<file path="src/rtl/core/bfss_pkg.sv">
// ----------------------------------------------------------------------------
// bfss_pkg
// Shared types and constants of the bitplane fetch slot sequencer: the plane
// request word, the latched fetch group context and the register indexes.
// ----------------------------------------------------------------------------
package bfss_pkg;

    localparam int REQUEST_DELAY_DEF = 3;

    localparam int CFG_DATA_W  = 16;
    localparam int CFG_INDEX_W = 3;

    localparam int PC_COUNT_LSB  = 12;
    localparam int PC_SHRES_BIT  = 6;
    localparam int PC_HIRES_BIT  = 15;

    typedef enum logic [CFG_INDEX_W-1:0] {
        CFG_PLANE_CONTROL     = 3'd0,
        CFG_FETCH_START       = 3'd1,
        CFG_FETCH_STOP        = 3'd2,
        CFG_ENHANCED_MODE     = 3'd3,
        CFG_HARD_STOP_DISABLE = 3'd4
    } cfg_index_t;

    typedef struct packed {
        logic       modulo;
        logic [2:0] plane;
    } plane_req_t;

    typedef struct packed {
        logic [2:0] plane_count;
        logic       hires;
        logic       super_hires;
        logic       modulo_pending;
    } slot_ctx_t;

endpackage

</file>
<file path="src/rtl/core/bfss_slot_decode.sv">
// ----------------------------------------------------------------------------
// bfss_slot_decode
// Maps a fetch group slot to the plane request for lores, hires and
// super-hires groups, with the modulo flag on the last fetch of each plane.
// ----------------------------------------------------------------------------
module bfss_slot_decode
    import bfss_pkg::*;
(
    input  slot_ctx_t  ctx,
    input  logic [3:0] slot,
    output plane_req_t req
);

    logic [2:0] hires_plane;
    logic [2:0] n;
    logic       m;

    assign n = ctx.plane_count;
    assign m = ctx.modulo_pending;

    always_comb begin
        case (slot[1:0])
            2'd0:    hires_plane = 3'd4;
            2'd1:    hires_plane = 3'd2;
            2'd2:    hires_plane = 3'd3;
            default: hires_plane = 3'd1;
        endcase
    end

    always_comb begin
        req = '0;
        if (!slot[3]) begin
            if (ctx.super_hires) begin
                if (!slot[0]) begin
                    if (n >= 3'd2) begin
                        req = '{modulo: (slot == 4'd6) & m, plane: 3'd2};
                    end
                end else if (n >= 3'd1) begin
                    req = '{modulo: (slot == 4'd7) & m, plane: 3'd1};
                end
            end else if (ctx.hires) begin
                if (n >= hires_plane) begin
                    req = '{modulo: slot[2] & m, plane: hires_plane};
                end
            end else begin
                case (slot)
                    4'd1: if (n >= 3'd4) req = '{modulo: m, plane: 3'd4};
                    4'd2: if (n == 3'd6) req = '{modulo: m, plane: 3'd6};
                    4'd3: if (n >= 3'd2) req = '{modulo: m, plane: 3'd2};
                    4'd5: if (n >= 3'd3) req = '{modulo: m, plane: 3'd3};
                    4'd6: if (n == 3'd5 || n == 3'd6) req = '{modulo: m, plane: 3'd5};
                    4'd7: if (n >= 3'd1) req = '{modulo: m, plane: 3'd1};
                    default: req = '0;
                endcase
            end
        end
    end

endmodule

</file>
<file path="src/rtl/core/bitplane_fetch_slot_sequencer_unit.sv">
// ----------------------------------------------------------------------------
// bitplane_fetch_slot_sequencer_unit
// Bitplane DMA fetch sequencer: start/stop control, 8-slot fetch groups and
// a plane request delay line, one colour clock per request.
// ----------------------------------------------------------------------------
// Each request carries one colour clock (position, DMA enable, window state,
// hard stop clear) and yields exactly one result: the plane fetch issued in
// that clock, if any, with its modulo flag, plus the active and sprite
// inhibit flags. A request is taken every clock while the result side keeps
// up. The result is registered: the input register holds the request while
// the control and slot step are evaluated, and the result register is loaded
// from them when the request advances. A result held by the receiver
// holds the input register and stalls the input side.
// Plane requests pass through the delay line, which shifts only in active
// clocks. Configuration writes take effect at once and should be made only
// while no request is in flight.
// ----------------------------------------------------------------------------
module bitplane_fetch_slot_sequencer_unit
    import bfss_pkg::*;
#(
    parameter int REQUEST_DELAY = REQUEST_DELAY_DEF
) (
    input  logic                   aclk,
    input  logic                   aresetn,

    input  logic                   cfg_wr_en,
    input  logic [CFG_INDEX_W-1:0] cfg_index,
    input  logic [CFG_DATA_W-1:0]  cfg_wr_data,

    input  logic                   s_valid,
    output logic                   s_ready,
    input  logic [7:0]             s_hpos,
    input  logic                   s_plane_dma_enable,
    input  logic                   s_window_open,
    input  logic                   s_clear_hard_stop,

    output logic                   m_valid,
    input  logic                   m_ready,
    output logic                   m_fetch_valid,
    output logic [2:0]             m_fetch_plane,
    output logic                   m_add_modulo,
    output logic                   m_dma_active,
    output logic                   m_sprite_inhibit
);

    localparam int DEPTH = REQUEST_DELAY + 1;

    localparam logic [1:0] SM_NONE    = 2'd0;
    localparam logic [1:0] SM_ARMED   = 2'd1;
    localparam logic [1:0] SM_STOPPED = 2'd2;

    typedef enum logic [4:0] {
        PH_IDLE   = 5'b00001,
        PH_START  = 5'b00010,
        PH_FETCH  = 5'b00100,
        PH_STOP   = 5'b01000,
        PH_FINISH = 5'b10000
    } phase_t;

    typedef struct packed {
        phase_t     phase;
        logic [3:0] slot;
        logic [2:0] plane_count;
        logic       hires;
        logic       super_hires;
        logic       modulo_pending;
        logic       draining;
        logic       stop_pending;
        logic       hard_stop;
        logic [1:0] start_match;
        logic       enable_before;
        logic       active;
        logic       inhibit;
    } seq_state_t;

    localparam seq_state_t ST_RESET = '{
        phase:          PH_IDLE,
        slot:           4'd0,
        plane_count:    3'd0,
        hires:          1'b0,
        super_hires:    1'b0,
        modulo_pending: 1'b0,
        draining:       1'b0,
        stop_pending:   1'b0,
        hard_stop:      1'b0,
        start_match:    SM_NONE,
        enable_before:  1'b0,
        active:         1'b0,
        inhibit:        1'b0
    };

    logic [15:0] plane_control_reg;
    logic [7:0]  fetch_start_reg;
    logic [7:0]  fetch_stop_reg;
    logic        enhanced_mode_reg;
    logic        hard_stop_disable_reg;

    logic        in_valid_reg;
    logic [7:0]  in_hpos_reg;
    logic        in_dma_reg;
    logic        in_win_reg;
    logic        in_clear_reg;

    logic        out_valid_reg;
    logic        out_fetch_valid_reg;
    logic [2:0]  out_plane_reg;
    logic        out_modulo_reg;
    logic        out_active_reg;
    logic        out_inhibit_reg;

    seq_state_t  st_reg;
    seq_state_t  st_ctl;
    seq_state_t  st_next;
    plane_req_t  line_reg  [DEPTH];
    plane_req_t  line_ctl  [DEPTH];
    plane_req_t  line_tmp  [DEPTH];
    plane_req_t  line_next [DEPTH];

    slot_ctx_t   slot_ctx;
    plane_req_t  slot_req;
    plane_req_t  head;
    logic        enable_even;
    logic        advance;

    assign advance = in_valid_reg && (!out_valid_reg || m_ready);
    assign s_ready = !in_valid_reg || advance;

    // register writes
    always_ff @(posedge aclk) begin
        if (!aresetn) begin
            plane_control_reg     <= '0;
            fetch_start_reg       <= '0;
            fetch_stop_reg        <= '0;
            enhanced_mode_reg     <= 1'b0;
            hard_stop_disable_reg <= 1'b0;
        end else if (cfg_wr_en) begin
            case (cfg_index_t'(cfg_index))
                CFG_PLANE_CONTROL:     plane_control_reg     <= cfg_wr_data;
                CFG_FETCH_START:       fetch_start_reg       <= cfg_wr_data[7:0];
                CFG_FETCH_STOP:        fetch_stop_reg        <= cfg_wr_data[7:0];
                CFG_ENHANCED_MODE:     enhanced_mode_reg     <= cfg_wr_data[0];
                CFG_HARD_STOP_DISABLE: hard_stop_disable_reg <= cfg_wr_data[0];
                default: ;
            endcase
        end
    end

    // input register
    always_ff @(posedge aclk) begin
        if (!aresetn) begin
            in_valid_reg <= 1'b0;
        end else if (s_ready) begin
            in_valid_reg <= s_valid;
        end
    end

    always_ff @(posedge aclk) begin
        if (s_valid && s_ready) begin
            in_hpos_reg  <= s_hpos;
            in_dma_reg   <= s_plane_dma_enable;
            in_win_reg   <= s_window_open;
            in_clear_reg <= s_clear_hard_stop;
        end
    end

    // control step
    always_comb begin
        st_ctl           = st_reg;
        st_ctl.hard_stop = st_reg.hard_stop & ~in_clear_reg;
        line_ctl         = line_reg;
        enable_even      = 1'b0;

        case (st_reg.phase)
            PH_START: begin
                st_ctl.phase       = PH_FETCH;
                st_ctl.active      = 1'b1;
                st_ctl.draining    = 1'b0;
                st_ctl.slot        = '0;
                st_ctl.plane_count = plane_control_reg[PC_COUNT_LSB +: 3];
                st_ctl.super_hires = plane_control_reg[PC_SHRES_BIT];
                st_ctl.hires       = !plane_control_reg[PC_SHRES_BIT]
                                     && plane_control_reg[PC_HIRES_BIT];
            end
            PH_FINISH: begin
                st_ctl.phase   = PH_IDLE;
                st_ctl.active  = 1'b0;
                st_ctl.inhibit = 1'b0;
                for (int i = 0; i < DEPTH; i++) begin
                    line_ctl[i] = '0;
                end
            end
            default: ;
        endcase

        if (enhanced_mode_reg) begin
            if (st_ctl.start_match == SM_STOPPED) begin
                st_ctl.start_match = SM_NONE;
                if (st_ctl.phase != PH_IDLE) begin
                    st_ctl.stop_pending = 1'b1;
                end
            end
            if (in_hpos_reg == fetch_start_reg) begin
                st_ctl.start_match = SM_ARMED;
            end
            if (in_hpos_reg == fetch_stop_reg) begin
                if (st_ctl.phase != PH_IDLE) begin
                    st_ctl.stop_pending = 1'b1;
                end
                if (fetch_start_reg != fetch_stop_reg && st_ctl.start_match != SM_NONE) begin
                    st_ctl.start_match = SM_STOPPED;
                end
            end
            if (!in_hpos_reg[0]) begin
                enable_even = in_dma_reg && in_win_reg && st_ctl.start_match[0]
                              && (!st_ctl.hard_stop || hard_stop_disable_reg);
                if (st_ctl.phase == PH_IDLE && enable_even && !st_ctl.enable_before) begin
                    st_ctl.phase   = PH_START;
                    st_ctl.inhibit = 1'b1;
                end
                st_ctl.enable_before = enable_even;
            end
        end else begin
            if (st_ctl.phase != PH_IDLE && in_hpos_reg == fetch_stop_reg) begin
                st_ctl.stop_pending = 1'b1;
            end
            if (st_ctl.phase == PH_IDLE && !st_ctl.hard_stop
                && in_hpos_reg == fetch_start_reg && in_dma_reg && in_win_reg) begin
                st_ctl.phase   = PH_START;
                st_ctl.inhibit = 1'b1;
            end
        end

        if (st_reg.phase == PH_STOP) begin
            st_ctl.phase = PH_FINISH;
            if (st_ctl.stop_pending) begin
                st_ctl.modulo_pending = 1'b1;
            end else if (enhanced_mode_reg) begin
                st_ctl.stop_pending = 1'b1;
            end
        end else if (st_reg.phase == PH_FETCH && !(in_dma_reg && in_win_reg)) begin
            st_ctl.phase = PH_STOP;
        end
    end

    assign slot_ctx = '{plane_count:    st_ctl.plane_count,
                        hires:          st_ctl.hires,
                        super_hires:    st_ctl.super_hires,
                        modulo_pending: st_ctl.modulo_pending};

    bfss_slot_decode u_slot_decode (
        .ctx  (slot_ctx),
        .slot (st_ctl.slot),
        .req  (slot_req)
    );

    // slot step
    always_comb begin
        logic shift;
        st_next   = st_ctl;
        line_tmp  = line_ctl;
        line_next = line_ctl;
        head      = '0;
        shift     = 1'b0;

        if (st_ctl.active) begin
            shift = 1'b1;
            if (st_ctl.draining) begin
                st_next.slot = st_ctl.slot + 4'd1;
                if (st_ctl.slot == 4'd3) begin
                    st_next.active = 1'b0;
                    shift          = 1'b0;
                end
            end else begin
                line_tmp[REQUEST_DELAY] = line_ctl[REQUEST_DELAY] | slot_req;
                if (st_ctl.slot == 4'd7) begin
                    st_next.slot = '0;
                    if (!st_ctl.modulo_pending) begin
                        if (st_ctl.stop_pending) begin
                            st_next.modulo_pending = 1'b1;
                        end
                    end else begin
                        st_next.stop_pending   = 1'b0;
                        st_next.draining       = 1'b1;
                        st_next.modulo_pending = 1'b0;
                        st_next.plane_count    = '0;
                        st_next.hires          = 1'b0;
                        st_next.super_hires    = 1'b0;
                        st_next.inhibit        = 1'b0;
                        if (st_ctl.phase != PH_FINISH) begin
                            st_next.phase = PH_IDLE;
                        end
                        if (!enhanced_mode_reg) begin
                            st_next.hard_stop = 1'b1;
                        end
                    end
                end else begin
                    st_next.slot = st_ctl.slot + 4'd1;
                end
            end
        end

        if (shift) begin
            head = line_tmp[0];
            for (int i = 0; i < DEPTH - 1; i++) begin
                line_next[i] = line_tmp[i+1];
            end
            line_next[DEPTH-1] = '0;
        end else begin
            line_next = line_tmp;
        end
    end

    always_ff @(posedge aclk) begin
        if (!aresetn) begin
            st_reg <= ST_RESET;
            for (int i = 0; i < DEPTH; i++) begin
                line_reg[i] <= '0;
            end
        end else if (advance) begin
            st_reg   <= st_next;
            line_reg <= line_next;
        end
    end

    // result register
    always_ff @(posedge aclk) begin
        if (!aresetn) begin
            out_valid_reg <= 1'b0;
        end else if (advance) begin
            out_valid_reg <= 1'b1;
        end else if (m_ready) begin
            out_valid_reg <= 1'b0;
        end
    end

    always_ff @(posedge aclk) begin
        if (advance) begin
            if (head.plane != 3'd0 && head.plane != 3'd7) begin
                out_fetch_valid_reg <= 1'b1;
                out_plane_reg       <= head.plane;
                out_modulo_reg      <= head.modulo;
            end else begin
                out_fetch_valid_reg <= 1'b0;
                out_plane_reg       <= '0;
                out_modulo_reg      <= 1'b0;
            end
            out_active_reg  <= st_next.active;
            out_inhibit_reg <= st_next.inhibit;
        end
    end

    assign m_valid          = out_valid_reg;
    assign m_fetch_valid    = out_fetch_valid_reg;
    assign m_fetch_plane    = out_plane_reg;
    assign m_add_modulo     = out_modulo_reg;
    assign m_dma_active     = out_active_reg;
    assign m_sprite_inhibit = out_inhibit_reg;

    a_fetch_while_active: assert property (
        @(posedge aclk) disable iff (!aresetn)
        (m_valid && m_fetch_valid) |-> m_dma_active
    ) else $error("fetch issued while sequencing inactive");

    a_inhibit_needs_phase: assert property (
        @(posedge aclk) disable iff (!aresetn)
        st_reg.inhibit |-> (st_reg.phase != PH_IDLE)
    ) else $error("sprite inhibit held with fetch machine idle");

    a_drain_bound: assert property (
        @(posedge aclk) disable iff (!aresetn)
        (st_reg.draining && st_reg.active) |-> (st_reg.slot <= 4'd3)
    ) else $error("drain counter ran past the delay line");

    a_start_to_fetch: assert property (
        @(posedge aclk) disable iff (!aresetn)
        (advance && st_reg.phase == PH_START) |=> (st_reg.phase == PH_FETCH && st_reg.active)
    ) else $error("start phase did not enter fetching");

endmodule
</file>
<file path="config.mk">
export PLATFORM = sky130hd
export DESIGN_NAME = bitplane_fetch_slot_sequencer_unit
export DESIGN_NICKNAME = d
export VERILOG_FILES = /design/src/rtl/core/bfss_pkg.sv /design/src/rtl/core/bfss_slot_decode.sv /design/src/rtl/core/bitplane_fetch_slot_sequencer_unit.sv
export SDC_FILE = /design/constraint.sdc
export NUM_CORES = 1
export LEC_CHECK = 0
export BUFFER_PORTS_ARGS = -buffer_cell sky130_fd_sc_hd__buf_2
export CORE_ASPECT_RATIO = 1.25
export CORE_UTILIZATION = 53
export DETAILED_ROUTE_END_ITERATION = 8
export PLACE_DENSITY = 0.82
export REMOVE_ABC_BUFFERS = 1
export SLEW_MARGIN = 20
export SYNTH_ARGS = -nofsm -noshare
export SYNTH_HDL_FRONTEND = slang
export SYNTH_SLANG_ARGS = --single-unit
</file>
<file path="constraint.sdc">
create_clock -name aclk -period 2.8 [get_ports aclk]
set_input_delay 0.56 -clock aclk [delete_from_list [all_inputs] [get_ports aclk]]
set_output_delay 0.56 -clock aclk [all_outputs]
set_load 0.1 [all_outputs]
</file>
==> results.json <==
{
  "fin_crit_ns": 2.623,
  "cp_max_fo": 4,
  "ctsRootBufferMaster": "clkbuf_8",
  "ctsHoldBuffers": 0,
  "grt_use_total_pct": 24.95,
  "yosysUniqueCellTypes": 71,
  "startpoint_type": "flip-flop",
  "portBuffers": 39,
  "clk_latency_ns": 0.37,
  "drtIter0Drc": 243,
  "seq_area_frac_synth_pct": 41.20,
  "dp.final_hpwl_um": 7745,
  "yosysTopAreaCellShare_pct": 28.98,
  "tightestPinTransition_ns": 0.6808,
  "synth_edf_count": 18,
  "critPathBufInv": 1,
  "final.setup_skew_ns": 0.01953,
  "row_count": 36,
  "numCtsBuffers": 9,
  "crit_path_top_delay_cell": "or4_4",
  "power_mw": 2.281,
  "hold_viol": 0,
  "cts.sinks": 82,
  "grt_setup_unrepaired": "no",
  "dp.cells": 613,
  "synthTopCellsByArea": "dfxtp_1 (29%), edfxtp_1 (12%), mux2i_1 (6.1%)",
  "vias": 3833,
  "maxCapViolations": 0,
  "worst-setup-path-type": "flip-flop to flip-flop",
  "drt_pass1_iterations": 5,
  "ys_ff_latch": 82,
  "syn_to_final_growth_pct": 13.84,
  "dominantRegCellSynth": "dfxtp_1",
  "cts.path.max_buffers": 2,
  "initial_core_util_pct": 55.78,
  "drive_above_1_share_pct": 20.19,
  "cts_tree": "built",
  "grt_overflow_total": 0,
  "wirelength_um": 10660,
  "ant_nets": 0,
  "fin_tns_setup_ns": 0,
  "fmax_mhz": 381.3,
  "grt_max_degree": 32,
  "leakage_nw": 1.927,
  "hp-class": "primary input to flip-flop",
  "slew_headroom_pct": 54.26,
  "grt_pass1_wl_um": 17430,
  "largest_reg_flops": 23,
  "yosys-top-cells-count": "dfxtp_1 (64), nor2b_1 (40), nand2_1 (38)",
  "cp_cell_sequence": "or4_4 -> nor2_1 -> nand2_1 -> nand2_1 -> ha_1 -> o21ai_0 -> a21oi_1 -> buf_4 -> a21bo_2 -> a32oi_1 -> o21ai_0",
  "finalCritPeriodShare_pct": 93.67,
  "dieHeight_um": 104.1,
  "setup_viol": 0,
  "antenna_found_initial": 0,
  "die_area_um2": 8714,
  "required_ns": 3.05,
  "drc_errors": 0,
  "vias_per_cell": 6.084,
  "grt_pass1_vias": 3666,
  "yosys_warnings": 0,
  "ctsHtreeMaxLevel": 3,
  "fill_cells": 647,
  "syn_inst": 479,
  "worst_setup_path_end_kind": "flip-flop",
  "syn_avg_cell_area_um2": 9.231,
  "status": "completed",
  "drv_slew": 0,
  "final_cells": 630,
  "synth_area_um2": 4422,
  "cellPowerDensity_nw_per_um2": 453.1,
  "place_area_um2": 4825,
  "diodes": 0,
  "nets": 572,
  "top_level_ports": 44,
  "crit_family": "simple AND/OR/NAND/NOR gates",
  "wl_per_cell_um": 16.91,
  "utilization_pct": 63.49,
  "die_w_um": 83.70,
  "worstPathArrival_ns": 2.88,
  "clk_pin_slew_ns": 0.10,
  "yosysTopAreaCell": "dfxtp_1",
  "cpPeakStageDelay_ns": 0.54,
  "gp_congestion": 0.9264,
  "postLayoutCellArea_um2": 5034,
  "async_reset_ff_share_pct": 0,
  "vdd_ir_drop_max_mv": 0.3877,
  "r2r_setup_slack_ns": 0.18,
  "core_um2": 7928,
  "synth_most_common_cell": "dfxtp_1"
}
-- timing repair --
action,CTS,global route
endpoints found under the setup margin,0,26
gates resized for setup,0,8
setup buffers,0,1
-- report_power, final --
group / leakage (nW) / internal [mW] / switching, mW / total, mW
Combinational: 1.15 / 0.0757 / 0.126 / 0.202
Clock: 0.0925 / 0.338 / 0.490 / 0.828
Sequential: 0.688 / 1.23 / 0.0194 / 1.25
Total: 1.93 / 1.64 / 0.636 / 2.28
-- placed cells by master, fill, tap and decap left out, types with 3 or more instances in the layout --
master    Yosys  routed
nor3_1        9       9
inv_6         0       3
ha_1          7       6
nand2b_1      6       6
a21oi_1      14      14
nand3_1      22      22
nor4_1        7       7
edfxtp_1     18      18
dfxtp_1      64      62
a31oi_1       6       6
nor2b_1      40      40
mux2i_1      27      27
and3_1        7       7
xnor2_1       8       8
o21a_1        5       5
o21ai_0      22      22
buf_2         2      39
nand2_1      38      36
o211ai_1      7       7
clkbuf_8      0       9
nand4_1       9       9
nor2_1       22      22
inv_1        12      12
buf_4         1      30
a21boi_0     11      11
a22oi_1       9       9
xor2_1       17      17
and2_1        5       5
a211oi_1      4       4
a32oi_1       3       3
-- worst reg2reg max path, delay by kind of cell (launching register included) --
family	cells	cell delay [ns]
buffers and inverters	1	0.16
adder cells (fa/ha/maj)	1	0.23
flip-flops	1	0.36
AO/OA/AOI/OAI	5	0.78
AND/OR/NAND/NOR	4	0.99
-- path summary, 6_finish.rpt --
path,start,to,cells after the start
max,st_reg[18]$_SDFFE_PN1P_,line_reg[6]$_SDFFE_PN0P_,11
max reg2reg,st_reg[18]$_SDFFE_PN1P_,line_reg[6]$_SDFFE_PN0P_,11
min reg2reg,line_reg[4]$_SDFFE_PN0P_,line_reg[4]$_SDFFE_PN0P_,2
min,s_plane_dma_enable,in_dma_reg$_DFFE_PP_,1
-- per-stage QoR --
step	hold WS, ns	setup WS (ns)
2_1_floorplan	0.4435	-0.2252
3_3_place_gp	0.4627	0.1189
3_5_place_dp	0.4724	0.06495
4_1_cts	0.3627	0.001212
5_1_grt	0.3527	0.009939
6_report	0.3579	0.1773
-- cell type report --
| type | count | area [um^2] | share of cell area, % |
|---|---|---|---|
| Clock buffer | 9 | 123.9 | 2.461 |
| Timing Repair Buffer | 69 | 420.4 | 8.352 |
| Clock inverter | 7 | 58.81 | 1.168 |
| Multi-Input combinational cell | 356 | 2440 | 48.47 |
| Inverter | 12 | 45.04 | 0.8949 |
| Sequential cell | 82 | 1827 | 36.29 |
| Tap cell | 95 | 118.9 | 2.361 |
-- layer usage --
| metal | GRT usage, % | share of wire [%] |
|---|---|---|
| met4 | 11.99 | 3.5 |
| met2 | 44.48 | 53 |
| met5 | 0 | 0 |
| met1 | 28.47 | 40 |
| met3 | 4.524 | 4.0 |
-- kinds of logic after synthesis --
family,synth area share (%)
xor+xnor,4.952
fa+ha+maj,1.981
simple gates,24.73
flops,41.20
compound gates,16.55
buf+inv,4.216
mux,6.367
(Power assumes the default switching activity.)
